===== config.mk =====
export PLATFORM = sky130hd
export DESIGN_NAME = lru_key_value_cache
export DESIGN_NICKNAME = d
export VERILOG_FILES = /design/src/sv/lrukv_pkg.sv /design/src/sv/lrukv_ctrl.sv /design/src/sv/lrukv_datapath.sv /design/src/sv/lru_key_value_cache.sv
export SDC_FILE = /design/constraint.sdc
export NUM_CORES = 1
export LEC_CHECK = 0
export ABC_AREA = 1
export BUFFER_PORTS_ARGS = -buffer_cell sky130_fd_sc_hd__clkbuf_2
export CORE_MARGIN = 5
export CORE_UTILIZATION = 40
export CTS_CLUSTER_SIZE = 25
export DETAILED_ROUTE_END_ITERATION = 16
export PLACE_DENSITY = 0.59
export SLEW_MARGIN = 20
export SYNTH_ARGS = -nofsm -noshare
export SYNTH_HDL_FRONTEND = slang
export SYNTH_SLANG_ARGS = --single-unit

===== constraint.sdc =====
create_clock -name clk_i -period 10.6 [get_ports clk_i]
set_input_delay 0 -clock clk_i [delete_from_list [all_inputs] [get_ports clk_i]]
set_output_delay 0 -clock clk_i [all_outputs]
set_load 0.1 [all_outputs]

===== src/sv/lrukv_pkg.sv =====
// Shared types and constants for the LRU key-value cache.
// No dependencies; imported by the controller, the datapath and the top level.

package lrukv_pkg;

  localparam int unsigned CFG_W       = 5;
  localparam int unsigned KEY_IN_W    = 32;
  localparam int unsigned VALUE_IN_W  = 32;

  localparam logic [CFG_W-1:0] CAP_RESET = 5'd16;

  localparam logic REQ_GET = 1'b0;
  localparam logic REQ_PUT = 1'b1;

  // Commands from the controller to the datapath.
  typedef struct packed {
    logic load_req;  // capture the accepted request beat
    logic lookup;    // compare the request key against all entries
    logic update;    // apply hit/insert/evict, load the result register
  } lrukv_cmd_t;

endpackage


===== src/sv/lrukv_ctrl.sv =====
// Controller state machine for the LRU key-value cache.
// Depends on lrukv_pkg; drives the lrukv_cmd_t commands of the datapath.

module lrukv_ctrl import lrukv_pkg::*; (
  input  logic       clk_i,
  input  logic       rst_ni,
  input  logic       in_valid_i,
  output logic       in_ready_o,
  output logic       out_valid_o,
  input  logic       out_ready_i,
  output lrukv_cmd_t cmd_o
);

  localparam logic [1:0] ST_IDLE   = 2'd0;
  localparam logic [1:0] ST_LOOKUP = 2'd1;
  localparam logic [1:0] ST_UPDATE = 2'd2;

  logic [1:0] state_q, state_d;
  logic       out_valid_q, out_valid_d;
  logic       out_free;
  logic       accept;

  // The result register can take a new beat if it is empty or drains now.
  assign out_free   = !out_valid_q || out_ready_i;
  assign in_ready_o = (state_q == ST_IDLE) || ((state_q == ST_UPDATE) && out_free);
  assign accept     = in_valid_i && in_ready_o;

  assign cmd_o.load_req = accept;
  assign cmd_o.lookup   = (state_q == ST_LOOKUP);
  assign cmd_o.update   = (state_q == ST_UPDATE) && out_free;

  always_comb begin
    state_d = state_q;
    case (state_q)
      ST_IDLE: begin
        if (accept) state_d = ST_LOOKUP;
      end
      ST_LOOKUP: begin
        state_d = ST_UPDATE;
      end
      ST_UPDATE: begin
        if (out_free) state_d = accept ? ST_LOOKUP : ST_IDLE;
      end
      default: begin
        state_d = ST_IDLE;
      end
    endcase
  end

  always_comb begin
    out_valid_d = out_valid_q;
    if (cmd_o.update) begin
      out_valid_d = 1'b1;
    end else if (out_ready_i) begin
      out_valid_d = 1'b0;
    end
  end

  always_ff @(posedge clk_i or negedge rst_ni) begin
    if (!rst_ni) begin
      state_q     <= ST_IDLE;
      out_valid_q <= 1'b0;
    end else begin
      state_q     <= state_d;
      out_valid_q <= out_valid_d;
    end
  end

  assign out_valid_o = out_valid_q;

  // A lookup is always followed by the update step.
  assert property (@(posedge clk_i) disable iff (!rst_ni)
    (state_q == ST_LOOKUP) |=> (state_q == ST_UPDATE))
    else $error("lookup not followed by update");

  // An update always presents a result beat on the next cycle.
  assert property (@(posedge clk_i) disable iff (!rst_ni)
    cmd_o.update |=> out_valid_q)
    else $error("update lost its result beat");

  // A held result beat is never overwritten.
  assert property (@(posedge clk_i) disable iff (!rst_ni)
    (out_valid_q && !out_ready_i) |-> !cmd_o.update)
    else $error("result overwritten while stalled");

endmodule


===== src/sv/lrukv_datapath.sv =====
// Datapath of the LRU key-value cache: entry stores, recency ranks, occupancy,
// capacity register and result register. Depends on lrukv_pkg.

module lrukv_datapath import lrukv_pkg::*; #(
  parameter int unsigned ENTRIES     = 16,
  parameter int unsigned KEY_WIDTH   = 32,
  parameter int unsigned VALUE_WIDTH = 32
) (
  input  logic                  clk_i,
  input  logic                  rst_ni,
  input  lrukv_cmd_t            cmd_i,
  input  logic                  cfg_wr_en_i,
  input  logic [CFG_W-1:0]      cfg_wr_data_i,
  input  logic                  req_type_i,
  input  logic [KEY_IN_W-1:0]   key_i,
  input  logic [VALUE_IN_W-1:0] write_value_i,
  output logic                  hit_o,
  output logic [VALUE_IN_W-1:0] read_value_o
);

  localparam int unsigned RANK_W = (ENTRIES > 1) ? $clog2(ENTRIES) : 1;
  localparam int unsigned OCC_W  = $clog2(ENTRIES + 1);
  localparam int unsigned CMP_W  = (OCC_W > CFG_W) ? OCC_W : CFG_W;

  logic                   req_type_q;
  logic [KEY_WIDTH-1:0]   req_key_q;
  logic [VALUE_WIDTH-1:0] req_value_q;

  logic [KEY_WIDTH-1:0]   key_q   [ENTRIES];
  logic [VALUE_WIDTH-1:0] value_q [ENTRIES];
  logic [RANK_W-1:0]      rank_q  [ENTRIES];

  logic [OCC_W-1:0]       occ_q;
  logic [CFG_W-1:0]       cap_q;
  logic [ENTRIES-1:0]     match_q, match_d;
  logic                   out_hit_q;
  logic [VALUE_IN_W-1:0]  out_value_q;

  logic [ENTRIES-1:0]     valid;
  logic [ENTRIES-1:0]     target;
  logic [ENTRIES-1:0]     age;
  logic                   hit;
  logic [RANK_W-1:0]      hit_rank;
  logic [VALUE_WIDTH-1:0] hit_value;
  logic [CMP_W-1:0]       cap_ext, cap_eff;
  logic                   full, is_put, insert, evict, change;
  logic [OCC_W-1:0]       occ_last, threshold;

  // Entries are filled from slot 0 upward and an eviction refills its own
  // slot, so the valid slots are always the lowest occ_q ones.
  always_comb begin
    for (int i = 0; i < ENTRIES; i++) begin
      valid[i]   = OCC_W'(i) < occ_q;
      match_d[i] = valid[i] && (key_q[i] == req_key_q);
    end
  end

  // Keys are unique among valid entries, so match_q is one-hot or zero.
  always_comb begin
    hit_rank  = '0;
    hit_value = '0;
    for (int i = 0; i < ENTRIES; i++) begin
      hit_rank  = hit_rank  | ({RANK_W{match_q[i]}} & rank_q[i]);
      hit_value = hit_value | ({VALUE_WIDTH{match_q[i]}} & value_q[i]);
    end
  end

  always_comb begin
    cap_ext = CMP_W'(cap_q);
    if (cap_ext == '0) begin
      cap_eff = CMP_W'(1);
    end else if (cap_ext > CMP_W'(ENTRIES)) begin
      cap_eff = CMP_W'(ENTRIES);
    end else begin
      cap_eff = cap_ext;
    end
  end

  assign hit      = |match_q;
  assign full     = CMP_W'(occ_q) >= cap_eff;
  assign is_put   = (req_type_q == REQ_PUT);
  assign insert   = is_put && !hit;
  assign evict    = insert && full;
  assign change   = hit || is_put;
  assign occ_last = occ_q - OCC_W'(1);

  // Every case is a promotion of one target slot: entries more recent than
  // the threshold age by one, the target becomes rank 0.
  always_comb begin
    if (hit) begin
      threshold = OCC_W'(hit_rank);
    end else if (evict) begin
      threshold = occ_last;
    end else begin
      threshold = occ_q;
    end
    for (int i = 0; i < ENTRIES; i++) begin
      if (hit) begin
        target[i] = match_q[i];
      end else if (evict) begin
        target[i] = valid[i] && (OCC_W'(rank_q[i]) == occ_last);
      end else begin
        target[i] = (OCC_W'(i) == occ_q);
      end
      age[i] = valid[i] && !target[i] && (OCC_W'(rank_q[i]) < threshold);
    end
  end

  always_ff @(posedge clk_i) begin
    if (cmd_i.load_req) begin
      req_type_q  <= req_type_i;
      req_key_q   <= KEY_WIDTH'(key_i);
      req_value_q <= VALUE_WIDTH'(write_value_i);
    end
    if (cmd_i.lookup) begin
      match_q <= match_d;
    end
    if (cmd_i.update) begin
      for (int i = 0; i < ENTRIES; i++) begin
        if (change && target[i]) begin
          rank_q[i] <= '0;
          if (is_put) value_q[i] <= req_value_q;
          if (insert) key_q[i]   <= req_key_q;
        end else if (change && age[i]) begin
          rank_q[i] <= rank_q[i] + 1'b1;
        end
      end
      out_hit_q   <= hit;
      out_value_q <= (hit && !is_put) ? VALUE_IN_W'(hit_value) : '0;
    end
  end

  always_ff @(posedge clk_i or negedge rst_ni) begin
    if (!rst_ni) begin
      occ_q <= '0;
      cap_q <= CAP_RESET;
    end else begin
      if (cfg_wr_en_i) cap_q <= cfg_wr_data_i;
      if (cmd_i.update && insert && !evict) occ_q <= occ_q + 1'b1;
    end
  end

  assign hit_o        = out_hit_q;
  assign read_value_o = out_value_q;

  assert property (@(posedge clk_i) disable iff (!rst_ni)
    cmd_i.update |-> $onehot0(match_q))
    else $error("duplicate key among valid entries");

  assert property (@(posedge clk_i) disable iff (!rst_ni)
    (cmd_i.update && evict) |-> $onehot(target))
    else $error("no unique least recent entry to evict");

  assert property (@(posedge clk_i) disable iff (!rst_ni)
    occ_q <= OCC_W'(ENTRIES))
    else $error("occupancy above entry count");

endmodule


===== src/sv/lru_key_value_cache.sv =====
// Top level of the LRU key-value cache: stream ports and configuration port.
// Depends on lrukv_pkg, lrukv_ctrl and lrukv_datapath.
//
// Usage:
//   Requests arrive as beats on the s_axis channel: tuser[0] is the request
//   kind (0 get, 1 put), tdata carries key in [31:0] and write_value in
//   [63:32]. Each request yields exactly one result beat on m_axis:
//   tuser[0] is hit, tdata[31:0] the stored value on a get hit, else zero.
//   cfg_wr_en_i/cfg_wr_data_i write the capacity in use (0 acts as 1,
//   values above ENTRIES act as ENTRIES); write it only while idle.
// Sequencing:
//   An accepted request is captured, then compared against all entries in
//   the lookup step, then applied in the update step, which loads the
//   result register. The next request is taken on the same edge that
//   applies the previous one, so a new request is never taken before the
//   previous one is compared; the compare step and rank update step set the pace.
// Reset:
//   rst_ni clears the occupancy (all entries invalid), the result valid
//   flag and sets the capacity to 16. No clearing pass is needed.
// Stalls:
//   The result register holds its beat while m_axis_tready is low; the next
//   compared request then waits unapplied in the update step and s_axis_tready drops.

module lru_key_value_cache import lrukv_pkg::*; #(
  parameter int unsigned ENTRIES     = 16,
  parameter int unsigned KEY_WIDTH   = 32,
  parameter int unsigned VALUE_WIDTH = 32
) (
  input  logic                  clk_i,
  input  logic                  rst_ni,
  // request channel
  input  logic                  s_axis_tvalid,
  output logic                  s_axis_tready,
  input  logic [63:0]           s_axis_tdata,   // [31:0] key, [63:32] write_value
  input  logic [0:0]            s_axis_tuser,   // [0] req_type
  // result channel
  output logic                  m_axis_tvalid,
  input  logic                  m_axis_tready,
  output logic [31:0]           m_axis_tdata,   // [31:0] read_value
  output logic [0:0]            m_axis_tuser,   // [0] hit
  // capacity register
  input  logic                  cfg_wr_en_i,
  input  logic [CFG_W-1:0]      cfg_wr_data_i
);

  lrukv_cmd_t cmd;

  // Sequence each request: capture, compare, apply.
  lrukv_ctrl u_ctrl (
    .clk_i       (clk_i),
    .rst_ni      (rst_ni),
    .in_valid_i  (s_axis_tvalid),
    .in_ready_o  (s_axis_tready),
    .out_valid_o (m_axis_tvalid),
    .out_ready_i (m_axis_tready),
    .cmd_o       (cmd)
  );

  // Hold the entries, ranks and the result beat.
  lrukv_datapath #(
    .ENTRIES     (ENTRIES),
    .KEY_WIDTH   (KEY_WIDTH),
    .VALUE_WIDTH (VALUE_WIDTH)
  ) u_datapath (
    .clk_i         (clk_i),
    .rst_ni        (rst_ni),
    .cmd_i         (cmd),
    .cfg_wr_en_i   (cfg_wr_en_i),
    .cfg_wr_data_i (cfg_wr_data_i),
    .req_type_i    (s_axis_tuser[0]),
    .key_i         (s_axis_tdata[KEY_IN_W-1:0]),
    .write_value_i (s_axis_tdata[KEY_IN_W+VALUE_IN_W-1:KEY_IN_W]),
    .hit_o         (m_axis_tuser[0]),
    .read_value_o  (m_axis_tdata)
  );

endmodule

==> results.txt, run 1 <==
Post-CTS Setup Inserts - 0
Area leader, netlist - edfxtp_1
Clock latency at the later pin of the worst-skew pair - 0.76 ns
Clock Tree Root - clkbuf_16
Largest net degree at the start of global routing - 53
Critical path arrival - 4.61 ns
WHS Endpoint - u_datapath.req_value_q[2]$_DFFE_PP_
Final WL - 143 mm
Static leakage - 20.3 nW
Seq/Total Area, Yosys - 0.713
CTS tree - done
Layout Area Growth over Synthesis - 16.6%
Worst Tran Pin Value - 1.17 ns
Top-area cell type share of the netlist area - 0.706
Share of cells above drive strength 1 - 0.151
ANT nets after route - 0
Vias post-DR - 31.6k
Post-route cell area - 0.0596 sq mm
FILL cells - 11.1k
GP Congestion - 0.941
Hold depth - 2
Worst slew margin - 0.215
Fin Hold WS - 0.0745 ns
Combinational Power Share - 0.082
DP Area - 0.0539 sq mm
Die Y - 367 um
Sequential group share of total power - 0.509
Yosys warning count - 0
DP HPWL - 80.4 mm
Pwr dens - 182 mW/mm^2
Min-Delay Startpoint - s_axis_tdata[34]
Max Cap Viol - 0
Clock-pin slew on the worst setup and hold paths - 0.06 ns
Clock Skew - 0.0300 ns
Crit share post-route - 0.397
Post-synth ARST share - 0.0107
Grt total ovfl - 0
Global-route usage over all layers - 0.208
Final hold vios - 0
Routed vias/inst - 5.55
Switching power - 2.65 mW
Reg area - 0.0364 sq mm
Post-Synthesis Net Count - 3739
Clock sink total - 1215
Num rows - 131
Peak Freq - 238 MHz
CP max stage cell - buf_4
Crit start category - register
Clk buf depth - 3
Final Setup Violations - 0
WL/cell - 25.1 um
Switching share of total power - 0.244
Largest cells by area after synthesis - edfxtp_1, xnor2_1, nand2_1
Int Pwr - 8.22 mW
Clock network fraction of total power - 0.409
Most common cell on crit path - nand2_1
Core ar. - 0.127 sq mm
Status - finished, final reports clean
Starting Density - 0.402
Area of the multi-input gates - 0.0135 sq mm
Cell Area, Synth - 0.0511 sq mm
Reg2reg start - u_datapath.occ_q[0]$_DFFE_PN0P_
Critical Path RT - 11.01 ns
Register bit total from synthesis - 1215
Final Util - 0.468
Max FO, Critical Path - 28
Crit Path Class - register to register
Worst R2R End - u_datapath.value_q[2][73]$_DFFE_PP_
Die area - 0.135 sq mm
Worst hold path type - primary input to register
DRT Pass-1 Iters - 5
CP Capture Type - register
R2R setup slack - 6.39 ns
Max-slew violations - 0
Global-route wire length before repair - 208 mm
RSZ-0062 raised after global routing - false
Crit path time final - 4.21 ns
Top FF cell, synth - edfxtp_1
IO buf count - 109
Top delay family on crit path - simple AND/OR/NAND/NOR gates
Avg Cell Area, Syn - 14.2 sq um
DRC - 0
CP Cell Sequence - buf_4 > inv_2 > ha_1 > nand2_1 > inv_1 > nand4_1 > nand3_2 > nand2_8 > clkinv_2 > o21ai_0 > nand2_1 > o21bai_1 > nand2_1 > nor2_4 > buf_4
DRT iter0 DRCs - 3193
Vias in the first global route - 31.2k
EDFF count, synth - 1202
Final setup TNS - 0 ns
Peak supply drop - 0.156 mV
Slowest stage delay, CP - 0.44 ns
Worst R2R Path Depth - 15
Die width - 367 um
Top Ports - 110
Final #Nets - 4057
Mapped Cells - 3606
CP bufs+invs - 5
CTS buffer count - 131
Count of cell types in the netlist - 62
# H-tree levels - 4
Initial antenna violation count - 4
==> cells by family after synthesis <==
| family | Yosys count | synth area share |
|---|---|---|
| buffers and inverters | 352 | 0.0281 |
| XOR/XNOR | 359 | 0.0615 |
| AO/OA/AOI/OAI | 552 | 0.0842 |
| AND/OR/NAND/NOR | 1069 | 0.0990 |
| multiplexers | 1 | 0.000220 |
| flip-flops | 1215 | 0.713 |
| adder cells (fa/ha/maj) | 58 | 0.0142 |
==> Yosys cell counts (3+ instances only) <==
| library cell | n |
|---|---|
| nor2_1 | 175 |
| clkbuf_1 | 81 |
| o21ai_0 | 75 |
| or2_2 | 100 |
| a221oi_1 | 183 |
| buf_2 | 30 |
| inv_1 | 182 |
| nand2_4 | 15 |
| nand3_2 | 3 |
| ha_1 | 58 |
| o21ai_1 | 8 |
| o21bai_1 | 4 |
| buf_4 | 3 |
| dfrtp_1 | 12 |
| a21oi_1 | 32 |
| a41oi_1 | 32 |
| buf_1 | 38 |
| nor4_1 | 43 |
| o2111ai_1 | 3 |
| buf_6 | 6 |
| o221ai_1 | 4 |
| nand3_1 | 88 |
| nand2_2 | 13 |
| nor4b_1 | 8 |
| xor2_1 | 140 |
| a21oi_2 | 10 |
| xnor2_1 | 219 |
| nand2_1 | 490 |
| nand4_1 | 58 |
| and2_1 | 4 |
| nor3_1 | 13 |
| o211ai_1 | 8 |
| inv_2 | 4 |
| clkinv_1 | 5 |
| nor2_2 | 46 |
| a22o_1 | 144 |
| o22ai_1 | 37 |
| edfxtp_1 | 1202 |
==> flip-flops by register name, summed over array words and instances, names as in the netlist, 5 cells and up <==
name	cells
u_datapath.req_key_q	32
u_datapath.value_q	512
u_datapath.read_value_o	32
u_datapath.key_q	512
u_datapath.rank_q	64
u_datapath.occ_q	5
u_datapath.cap_ext	5
u_datapath.req_value_q	32
u_datapath.match_q	16
==> metal layers <==
metal	vias to the layer above	wire length, um	GRT usage
met5	-	0	0
met4	0	3960	0.0686
met1	16000	60700	0.283
li1	14100	-	-
met2	1304	67900	0.341
met3	248	10300	0.0337
==> repair_timing <==
item	in CTS	in global routing
hold buffers	149	0
gates resized for setup	0	0
endpoints found under the hold margin	99	0
==> worst max path at each step <==
stage	from	to	slack [ns]	cells after the start
2_1_floorplan	u_ctrl.out_valid_o$_DFFE_PN0P_	u_datapath.value_q[1][0]$_DFFE_PP_	5.24	9
3_3_place_gp	u_datapath.occ_q[0]$_DFFE_PN0P_	u_datapath.value_q[0][101]$_DFFE_PP_	6.52	15
3_5_place_dp	u_datapath.occ_q[0]$_DFFE_PN0P_	u_datapath.value_q[2][72]$_DFFE_PP_	6.45	15
4_1_cts	u_datapath.occ_q[0]$_DFFE_PN0P_	u_datapath.value_q[2][74]$_DFFE_PP_	6.44	15
5_1_grt	u_datapath.occ_q[0]$_DFFE_PN0P_	u_datapath.value_q[0][97]$_DFFE_PP_	6.19	15
6_report	u_datapath.occ_q[0]$_DFFE_PN0P_	u_datapath.value_q[2][73]$_DFFE_PP_	6.39	15
==> per-stage QoR <==
| step | setup slack (ns) | std cells | total power [mW] |
|---|---|---|---|
| 3_5_place_dp | 6.45 | 5302 | 6.48 |
| 6_report | 6.39 | 5691 | 10.9 |
| 5_1_grt | 6.19 | 5687 | 11.2 |
| 3_3_place_gp | 6.52 | 5302 | 6.47 |
| 4_1_cts | 6.44 | 5685 | 10.9 |
| 2_1_floorplan | 5.24 | 3606 | 6.14 |
==> layout make-up <==
type,count,share of cell area
Antenna cell,4,0.000168
Clock inverter,79,0.0124
Timing Repair Buffer,344,0.0457
Sequential cell,1215,0.611
Multi-Input combinational cell,2039,0.226
Tap cell,1662,0.0349
Clock buffer,155,0.0572
Inverter,193,0.0122
==> power by group through the flow <==
| stage | sequential [mW] | combinational [mW] | clock, mW |
|---|---|---|---|
| 2_1_floorplan | 5.68 | 0.460 | 0 |
| 3_3_place_gp | 5.63 | 0.838 | 0 |
| 3_5_place_dp | 5.63 | 0.848 | 0 |
| 4_1_cts | 5.53 | 0.894 | 4.52 |
| 5_1_grt | 5.54 | 0.957 | 4.72 |
| 6_report | 5.53 | 0.891 | 4.44 |
==> layout by cell type, fill, tap and decap left out, drive strengths merged, types with 37 or more instances in the layout <==
master,Yosys,final
nor2,222,222
nand2,519,519
a221oi,183,183
edfxtp,1202,1202
ha,58,58
xor2,140,140
clkinv,6,65
xnor2,219,219
nand3,92,92
a21oi,42,42
nor4,43,43
buf,78,86
o22ai,37,37
a22o,144,144
dlygate4sd3,0,149
o21ai,83,83
clkbuf,81,264
nand4,58,58
inv,187,197
or2,102,102
(Power assumes the default switching activity.)
==> run 2, diff against run 1 <==
- ABC_AREA: 1 -> 0
- clock period: 10.6 -> 3.9 ns (I/O delays scaled with it)
==> run 2 against run 1 <==
Critical path depth grew 3. Cell area up 0.93%. Clock skew up 0.0044 ns. Sequential power rose to 2.7 times the previous value. Clock-buffer cell count is 2 higher. Setup slack worse by 6.1 ns. Register-to-register slack worse by 6.1 ns. Flip-flop and latch count unchanged. Hold slack got worse by 0.027 ns. First-iteration DRC count is 5.7% lower. Highest routed layer unchanged.
==> results.txt, run 2 <==
Clock-pin slew on the worst setup and hold paths - 0.06 ns
Share of cells above drive strength 1 - 0.163
Top-area cell type share of the netlist area - 0.721
# H-tree levels - 4
Fin Hold WS - 0.0479 ns
Biggest regs - u_datapath.key_q: 512 flops, u_datapath.value_q: 512 flops, u_datapath.rank_q: 64 flops
Post-synth ARST share - 0.0107
CTS tree - done
DP HPWL - 84.0 mm
Mapped Cells - 3077
R2R setup slack - 0.26 ns
Count of cell types in the netlist - 74
Num rows - 129
Antenna cells - 0
Final Util - 0.485
Max FO, Critical Path - 7
DRC - 0
Critical Path RT - 4.38 ns
Clock sink total - 1215
Worst hold path type - primary input to register
Top Ports - 110
Simple-gate area share of the yosys netlist - 0.0578
Top cells by count, synth - edfxtp_1, xor2_1, xnor2_1, nor4_1, a22o_1
Max-slew violations - 0
Yosys warning count - 0
IO buf count - 109
Worst slew margin - 0.360
Clock Skew - 0.0344 ns
DP Area - 0.0546 sq mm
Worst Tran Pin Value - 0.955 ns
Vias post-DR - 29.7k
Min-Delay Startpoint - s_axis_tdata[40]
Crit start category - register
Most common cell after layout, fill and taps aside - edfxtp_1
Cell Area, Synth - 0.0501 sq mm
CP Capture Type - register
Max Cap Viol - 0
Die width - 364 um
WHS Endpoint - u_datapath.req_value_q[8]$_DFFE_PP_
Clock Tree Root - clkbuf_16
Largest cells by area after synthesis - edfxtp_1, xor2_1, xnor2_1
Core ar. - 0.124 sq mm
Grt total ovfl - 0
GP Congestion - 0.946
Mux share of post-synthesis cell area - 0.00355
ANT nets after route - 0
Post-synthesis xor/xnor area fraction - 0.109
Layout Area Growth over Synthesis - 20.1%
Routed vias/inst - 5.64
Dominant cell by count in the synthesized netlist - edfxtp_1
Initial antenna violation count - 1
Status - finished, final reports clean
Peak supply drop - 0.453 mV
Crit path time final - 3.64 ns
Most frequent cells in the layout - edfxtp_1, xor2_1, xnor2_1
Global-route wire length before repair - 207 mm
Avg Cell Area, Syn - 16.3 sq um
EDFF count, synth - 1202
DRT Pass-1 Iters - 8
Vias in the first global route - 29.7k
RSZ-0062 raised after global routing - false
Final hold vios - 0
Final WL - 143 mm
Final Setup Violations - 0
Crit share post-route - 0.932
Clock latency at the later pin of the worst-skew pair - 0.78 ns
Global-route usage over all layers - 0.214
Die area - 0.132 sq mm
Clk buf depth - 3
Area of the multi-input gates - 0.0132 sq mm
Seq/Total Area, Yosys - 0.727
Reg area - 0.0364 sq mm
Static leakage - 20.2 nW
WL/cell - 27.0 um
Register bit total from synthesis - 1215
Final #Nets - 3667
Post-route cell area - 0.0601 sq mm
Area share of fa/ha/maj cells after synthesis - 0.0149
Crit Path Class - register to register
DRT iter0 DRCs - 3010
Peak Freq - 275 MHz
Top FF cell, synth - edfxtp_1
Pwr dens - 482 mW/mm^2
Post-Synthesis Net Count - 3210
CTS buffer count - 131
FILL cells - 10.4k
Largest family of logic cells by synthesized area - XOR/XNOR gates
Synth Area in Compound Gates - 0.0718
Reg2reg start - u_datapath.cap_ext[1]$_DFFE_PN0P_
Die Y - 364 um
Starting Density - 0.403
Worst R2R End - u_datapath.rank_q[0][9]$_SDFFCE_PN0P_
Hold depth - 2
Area leader, netlist - edfxtp_1
Worst R2R Path Depth - 18
Largest net degree at the start of global routing - 66
Critical path arrival - 4.12 ns
-- run 2: cell types whose count changed after synthesis, sizes merged, moves of 36 or more --
cell / change
xor2: +249
and3: +36
a31oi: +36
nor4: +89
nor2: -132
or2: -97
nand3: -41
a22o: -37
a221oi: -77
a22oi: +76
inv: -166
o21ai: -52
nand2: -482
-- run 2: worst max path at each step --
stage / endpoint / slack, ns / startpoint
4_1_cts: u_datapath.rank_q[0][24]$_SDFFCE_PN0P_ / 0.17 / u_datapath.cap_ext[1]$_DFFE_PN0P_
2_1_floorplan: u_datapath.value_q[1][64]$_DFFE_PP_ / -0.45 / u_datapath.occ_q[0]$_DFFE_PN0P_
3_5_place_dp: u_datapath.rank_q[0][24]$_SDFFCE_PN0P_ / 0.21 / u_datapath.cap_ext[1]$_DFFE_PN0P_
5_1_grt: u_datapath.rank_q[0][6]$_SDFFCE_PN0P_ / 0.02 / u_datapath.cap_ext[1]$_DFFE_PN0P_
6_report: u_datapath.rank_q[0][9]$_SDFFCE_PN0P_ / 0.26 / u_datapath.cap_ext[1]$_DFFE_PN0P_
3_3_place_gp: u_datapath.rank_q[0][22]$_SDFFCE_PN0P_ / 0.29 / u_datapath.cap_ext[1]$_DFFE_PN0P_
-- run 2: cell type report --
class	count	share of cell area
repair buffers	493	0.0723
clock inverters	76	0.0114
multi-input cells	1671	0.219
flip-flops and latches	1215	0.606
well taps	1637	0.0341
clock buffers	157	0.0561
inverters	22	0.00137
-- run 2: logic make-up (layout without fill, tap and decap cells) --
| group | after synthesis | count (layout) |
|---|---|---|
| AO/OA/AOI/OAI | 468 | 468 |
| buffers and inverters | 191 | 748 |
| XOR/XNOR | 615 | 615 |
| adder cells (fa/ha/maj) | 60 | 60 |
| flip-flops | 1215 | 1215 |
| multiplexers | 17 | 17 |
| AND/OR/NAND/NOR | 511 | 511 |
-- run 2: critical path, stage by stage (launching register included) --
cell and delay, ns:
dfrtp_1 0.39, nor3_1 0.19, nor2_1 0.06, nor2_1 0.10, ha_1 0.23, nor2b_1 0.17
o21ai_1 0.13, a22o_1 0.26, nand2_1 0.10, xnor2_1 0.08, a211oi_2 0.26, buf_4 0.23
buf_4 0.13, ha_1 0.21, o21a_1 0.18, o21ai_0 0.21, o21ai_0 0.11, a21oi_1 0.17
buf_4 0.16
-- run 2: per-layer routing --
| metal | global-route usage | wire [um] | vias to the layer above |
|---|---|---|---|
| li1 | - | - | 13000 |
| met1 | 0.294 | 60800 | 15200 |
| met2 | 0.349 | 67900 | 1255 |
| met3 | 0.0364 | 9870 | 262 |
| met4 | 0.0681 | 4000 | 0 |
| met5 | 0 | 0 | - |
-- run 2: metrics by stage --
step	TNS [ns]	worst slack (ns)	cells	total power, mW
finish	0	0.264	5271	29.0
global route	0	0.0231	5271	29.9
CTS	0	0.166	5268	29.2
detailed placement	0	0.215	4892	17.3
global placement	0	0.287	4892	17.3
floorplan	-51.87	-0.448	3077	16.3
-- run 2: power breakdown --
part	total, mW	leakage [nW]	internal, mW	switching [mW]
registers	15.0	11.1	14.7	0.302
logic	2.12	7.18	0.720	1.40
clock network	11.8	1.97	6.64	5.20
total	29.0	20.2	22.1	6.91
-- run 2: what timing repair did --
action	in CTS	in global routing
endpoints found under the setup margin	0	24
endpoints found under the hold margin	151	0
gates resized for setup	0	5
hold buffers	143	0
buffers inserted	0	3
